[config.mk]
export PLATFORM = sky130hd
export DESIGN_NAME = swmm_div
export DESIGN_NICKNAME = d
export VERILOG_FILES = /design/src/rtl/core/swmm_div.sv
export SDC_FILE = /design/constraint.sdc
export NUM_CORES = 1
export LEC_CHECK = 0
export BUFFER_PORTS_ARGS = -buffer_cell sky130_fd_sc_hd__buf_2
export CORE_ASPECT_RATIO = 0.9
export CORE_UTILIZATION = 40
export CTS_BUF_LIST = sky130_fd_sc_hd__clkbuf_4 sky130_fd_sc_hd__clkbuf_8
export CTS_CLUSTER_SIZE = 16
export DETAILED_ROUTE_END_ITERATION = 8
export GPL_ROUTABILITY_DRIVEN = 0
export GPL_TIMING_DRIVEN = 0
export SYNTH_ARGS = -nofsm -noshare
export SYNTH_HDL_FRONTEND = slang
export SYNTH_SLANG_ARGS = --single-unit
export TNS_END_PERCENT = 5
[constraint.sdc]
create_clock -name clk -period 2.6 [get_ports clk]
set_input_delay 0.26 -clock clk [delete_from_list [all_inputs] [get_ports clk]]
set_output_delay 0.26 -clock clk [all_outputs]
set_load 0.005 [all_outputs]
[src/rtl/core/swmm_div.sv]
`timescale 1ns / 1ps
`default_nettype none
// ----------------------------------------------------------------------------
// swmm_div
// restoring divider, one quotient bit per cycle
// ----------------------------------------------------------------------------
module swmm_div #(
	parameter int NW = 41,
	parameter int DW = 9
) (
	input  wire logic          clk,
	input  wire logic          arst_n,
	input  wire logic          start,
	input  wire logic [NW-1:0] dividend,
	input  wire logic [DW-1:0] divisor,
	output logic               done,
	output logic [NW-1:0]      quotient
);
	localparam int KW = $clog2(NW + 1);

	logic [NW-1:0] quo_q;
	logic [DW-1:0] rem_q;
	logic [DW-1:0] dvs_q;
	logic [KW-1:0] cnt_q;
	logic          busy_q;
	logic          done_q;
	logic [DW:0]   trial;
	logic          ge;

	always_comb begin
		trial = {rem_q, quo_q[NW-1]};
		ge    = (trial >= {1'b0, dvs_q});
	end

	always_ff @(posedge clk or negedge arst_n) begin
		if (!arst_n) begin
			busy_q <= 1'b0;
			cnt_q  <= '0;
			done_q <= 1'b0;
		end else if (start) begin
			busy_q <= 1'b1;
			cnt_q  <= KW'(NW);
			done_q <= 1'b0;
		end else if (busy_q) begin
			cnt_q  <= cnt_q - KW'(1);
			busy_q <= (cnt_q != KW'(1));
			done_q <= (cnt_q == KW'(1));
		end else begin
			done_q <= 1'b0;
		end
	end

	always_ff @(posedge clk) begin
		if (start) begin
			quo_q <= dividend;
			rem_q <= '0;
			dvs_q <= divisor;
		end else if (busy_q) begin
			quo_q <= {quo_q[NW-2:0], ge};
			rem_q <= ge ? DW'(trial - {1'b0, dvs_q}) : DW'(trial);
		end
	end

	assign done     = done_q;
	assign quotient = quo_q;

endmodule
`default_nettype wire

======== Word-level counts from Yosys, hierarchy flattened ========
Cells that the tools add are included.
word-level totals
  output and inout bits ................... 42
  bits in registers ....................... 67
cells by class
  add/subtract/negate cells ............... 2
  magnitude comparators ................... 1
  equality and inequality tests ........... 2
  reductions and logical operators ........ 1
  mux-type cells .......................... 9
operator list
  operator                                             count
  2-to-1 mux 41 bit                                    2
  2-to-1 mux 6 bit                                     2
  greater-or-equal comparator 10 x 9 -> 1 bit          1
  2-to-1 mux 9 bit                                     1
  subtractor 9 bit                                     1
  equality test 6 x 1 -> 1 bit, second input constant  1
  != test 6 x 1 -> 1 bit, second input constant        1
  subtractor 6 x 1 -> 6 bit, second input constant     1
  2-to-1 mux 1 bit                                     4
  nonzero test 2 bit                                   1

======== Depth between registers and ports, before layout ========
  depth after elaboration ................. 3
  gate-level depth with buffers ........... 10
  mapped depth without buffers ............ 9

======== Worst setup path before layout ========
No wires, ideal clock.
  kind .................................... reg2reg
  start ................................... reg quo_q[40] (netlist: quotient[40])
  end ..................................... reg rem_q[1]
  library setup time ...................... 0.137 ns
  cell stages (with the launch flop) ...... 11
  slack ................................... 0.372 ns
  path buffers ............................ 1
  arrival time ............................ 2.091 ns
  cell sequence ........................... edfxtp_1 inv_1 ha_1 inv_1 fa_1 a211oi_2 o211ai_1 a21oi_2 buf_4 mux2i_1 a211oi_1
between the ends
  cells in the longest elaborated chain, start to end .. 2
  elaborated cells on any way between the ends .. 3
  those cells by class .................... add/sub (1); order compare (1); mux (1)
ends and longest elaborated chain
  element                                                                          line    RTL
  start, declared                                                                  21      logic [NW-1:0] quo_q;
  start signal, assigned                                                           55      quo_q <= dividend;
  start signal, assigned                                                           59      quo_q <= {quo_q[NW-2:0], ge};
  subtractor 9 bit or greater-or-equal comparator 10 x 9 -> 1 bit (tied branches)  60, 32
  2-to-1 mux 9 bit *                                                               60      rem_q <= ge ? DW'(trial - {1'b0, dvs_q}) : DW'(trial);
  end signal, assigned                                                             60
  end, declared                                                                    22      logic [DW-1:0] rem_q;
Mark *: on every way between the ends. The rest lies on a longest branch, timed or not.
A chain may end at the register's enable or synchronous reset.

======== Final worst setup path ========
  start ................................... reg quo_q[40] (netlist: quotient[40])
  end ..................................... reg rem_q[7]
The elaborated chain is that of the path after synthesis.

==> impl_metrics.toml <==
[grt]
grt_pass1_wl_mm = 10.7
globalRouteOverflowTotal = 0
grt_max_degree = 42
gr-usage-all-layers_pct = 17.3
grt_pass1_vias = 2307
grt_antenna_before_repair = 0

[hold_path]
hold_class = "input pin to register"
hold_path_end = "dvs_q[6]"
worstHoldStart = "divisor[6]"
hold_depth = 1

[worst_setup_path]
start_kind = "register"
rr_worst_depth = 10
path_class = "register to register"
timing.rr.end = "rem_q[7]"
cp-end-kind = "register"
critPathRequiredTime_ns = 2.83
crit_arrival_ns = 2.68
worstPathMaxFanout = 5
r2r-start = "quotient[40]"
r2r_slack_ns = 0.15

[final_layout]
multiInputGateArea_um2 = 1260
drive_gt1_share_pct = 46.0
seq_area_um2 = 1880
n_antenna_cell = 0
mostFrequentLayoutCells = "buf_2 (94), edfxtp_1 (50), mux2_2 (41)"
final_util_pct = 53.0
n_fill_cell = 713
nets = 414
layout_commonest_cell = "buf_2"
area_growth_pct = 26.2

[clocking]
ctsRootBufferMaster = "clkbuf_8"
clk_latency_ns = 0.34
cts_buffer_depth = 2
htreeDepth = 3
cts_sinks = 67
path_clk_slew_ns = 0.07
cts_buffers = 9
cts_tree = "built"

[route]
avgRoutedWirePerCell_um = 14.9
met2RoutedLength_mm = 3.03
wl_met3_um = 533
wl_mm = 6.69
drt_iter0_markers = 107
drc_errors = 0
viasPerCell = 5.07
via_count = 2281
drt.antenna.violating_nets = 0
wl_met1_mm = 3.00
routed.top_layer = "met4"
dr.pass1.iters = 4

[synthesis]
avgSynthCellArea_um2 = 13.4
yosys.area.top_type = "edfxtp_1"
synth_warnings = 0
syn_area_um2 = 3220
synthCells = 241
synth_area_leaders = "edfxtp_1 (47%), mux2_2 (14%), dfrtp_1 (6.2%), dfxtp_1 (5.6%), ha_1 (4.3%)"
ys_seq_elements = 67
synth_top_area_share_pct = 46.6
synth_cell_type_count = 44
synth_edf_count = 50
async_reset_ff_share_pct = 11.9
syn_nets = 306
synth_ff_type = "edfxtp_1"
ys_seq_area_share_pct = 58.5

[place]
port_buffers = 94
post-place-ws_ns = -0.0139
dp_hpwl_mm = 4.92

[sta]
fin_crit_ns = 2.45
setup_viol_count_final = 0
relSlewSlack_pct = 42.3
layout_setup_ws_ns = 0.150
slew_viol_final = 0
hold_viol = 0
worst_slew_pin_slew_ns = 0.864
rsz0062_at_grt = "false"
finClkSkew_ns = 0.00459
max_freq_mhz = 408
fin_crit_sh_pct = 94.2

[die]
start_util_pct = 42.0
num_io_pins = 95
die-area_um2 = 8410
rows = 30
core_um2 = 7660
die_w_um = 96.6
die_height_um = 87.1

[power_and_ir_drop]
ir_drop_mv = 0.378
p_total_mw = 3.37
p_leak_nw = 1.76
powerDensity_nw_per_um2 = 829

[run_status]
outcome = "completed"

[flow_run]
maxCapViolCount = 0
[metal layers]
| metal | up-vias | global-route usage [%] |
|---|---|---|
| li1 | 1118 | - |
| met4 | 0 | 6.15 |
| met3 | 10 | 7.50 |
| met1 | 1088 | 22.0 |
| met2 | 65 | 26.1 |
| met5 | - | 0 |
[report_power, final]
| part | internal (mW) | switching, mW | total, mW |
|---|---|---|---|
| logic | 0.510 | 0.516 | 1.03 |
| clock network | 0.527 | 0.377 | 0.904 |
| registers | 1.33 | 0.110 | 1.44 |
| total | 2.37 | 1.00 | 3.37 |
[cell type report]
type / count / area share [%]
Inverter: 15 / 1.39
Tap cell: 96 / 2.96
Clock buffer: 14 / 4.28
Multi-Input combinational cell: 150 / 31.0
Clock inverter: 2 / 0.863
Sequential cell: 67 / 46.3
Timing Repair Buffer: 97 / 12.2
Buffer: 9 / 1.02
[logic make-up (layout without fill, tap and decap cells)]
family / Yosys count / in the layout / share of synthesized area (%)
muxes: 47 / 47 / 16.2
AOI/OAI and AO/OA: 32 / 32 / 7.15
buffers and inverters: 24 / 137 / 2.91
DFF: 67 / 67 / 58.5
xor gates and xnor gates: 8 / 8 / 2.18
and+or+nand+nor: 51 / 51 / 8.20
adders and majority gates: 12 / 12 / 4.90
[repair_timing]
action,in CTS,in global routing
setup endpoints to repair,4,6
buffers inserted,1,1
pin swaps,1,0
hold buffers,1,0
resized for setup,0,4
endpoints found under the hold margin,8,0
[worst max-delay path by stage]
stage	startpoint	endpoint	slack [ns]
CTS	quotient[40]	rem_q[2]	0.1
detailed placement	quotient[40]	rem_q[2]	-0.01
global route	quotient[40]	rem_q[7]	0.04
global placement	start	quotient[34]	-0.20
finish	quotient[40]	rem_q[7]	0.15
floorplan	quotient[40]	rem_q[1]	0.37
[synth_stat cells (2+ instances only)]
cell type and count:
o31ai_1 3, nand2_1 7, a21oi_1 8, nand3_1 2, buf_1 3, edfxtp_1 50
mux2_2 41, dfrtp_1 8, ha_1 11, clkbuf_1 5, nand2b_1 7, a211oi_1 4
mux2i_1 6, xor2_1 4, inv_1 15, o21ai_0 4, nor2b_1 2, a211oi_2 2
a32oi_1 2, and3_1 2, dfxtp_1 9, nand3b_1 2, nor2_1 20, xnor2_1 4
[stage by stage]
stage	setup TNS, ns	hold WS (ns)	std cells	instance area [um2]
after floorplan	0	-0.0356	241	3220
after CTS	0	0.0804	449	4040
after global placement	-8.27	0.114	431	3810
final	0	0.0959	450	4060
after global routing	0	0.0705	450	4060
after detailed placement	-0.0139	0.113	431	3810
[registers in the layout (all words and copies together) (netlist names)]
register	cells
done	1
busy_q	1
dvs_q	9
rem_q	9
cnt_q	6
quotient	41
[critical path, cell delays in order, from the launching register on]
cell      delay (ns)
edfxtp_1        0.38
inv_1           0.06
ha_1            0.21
inv_1           0.07
fa_2            0.23
a211oi_4        0.08
o211ai_1        0.22
a21oi_2         0.11
buf_4           0.17
or4_1           0.55
a32o_1          0.27
Note: power is estimated with default switching activity, not from simulation.
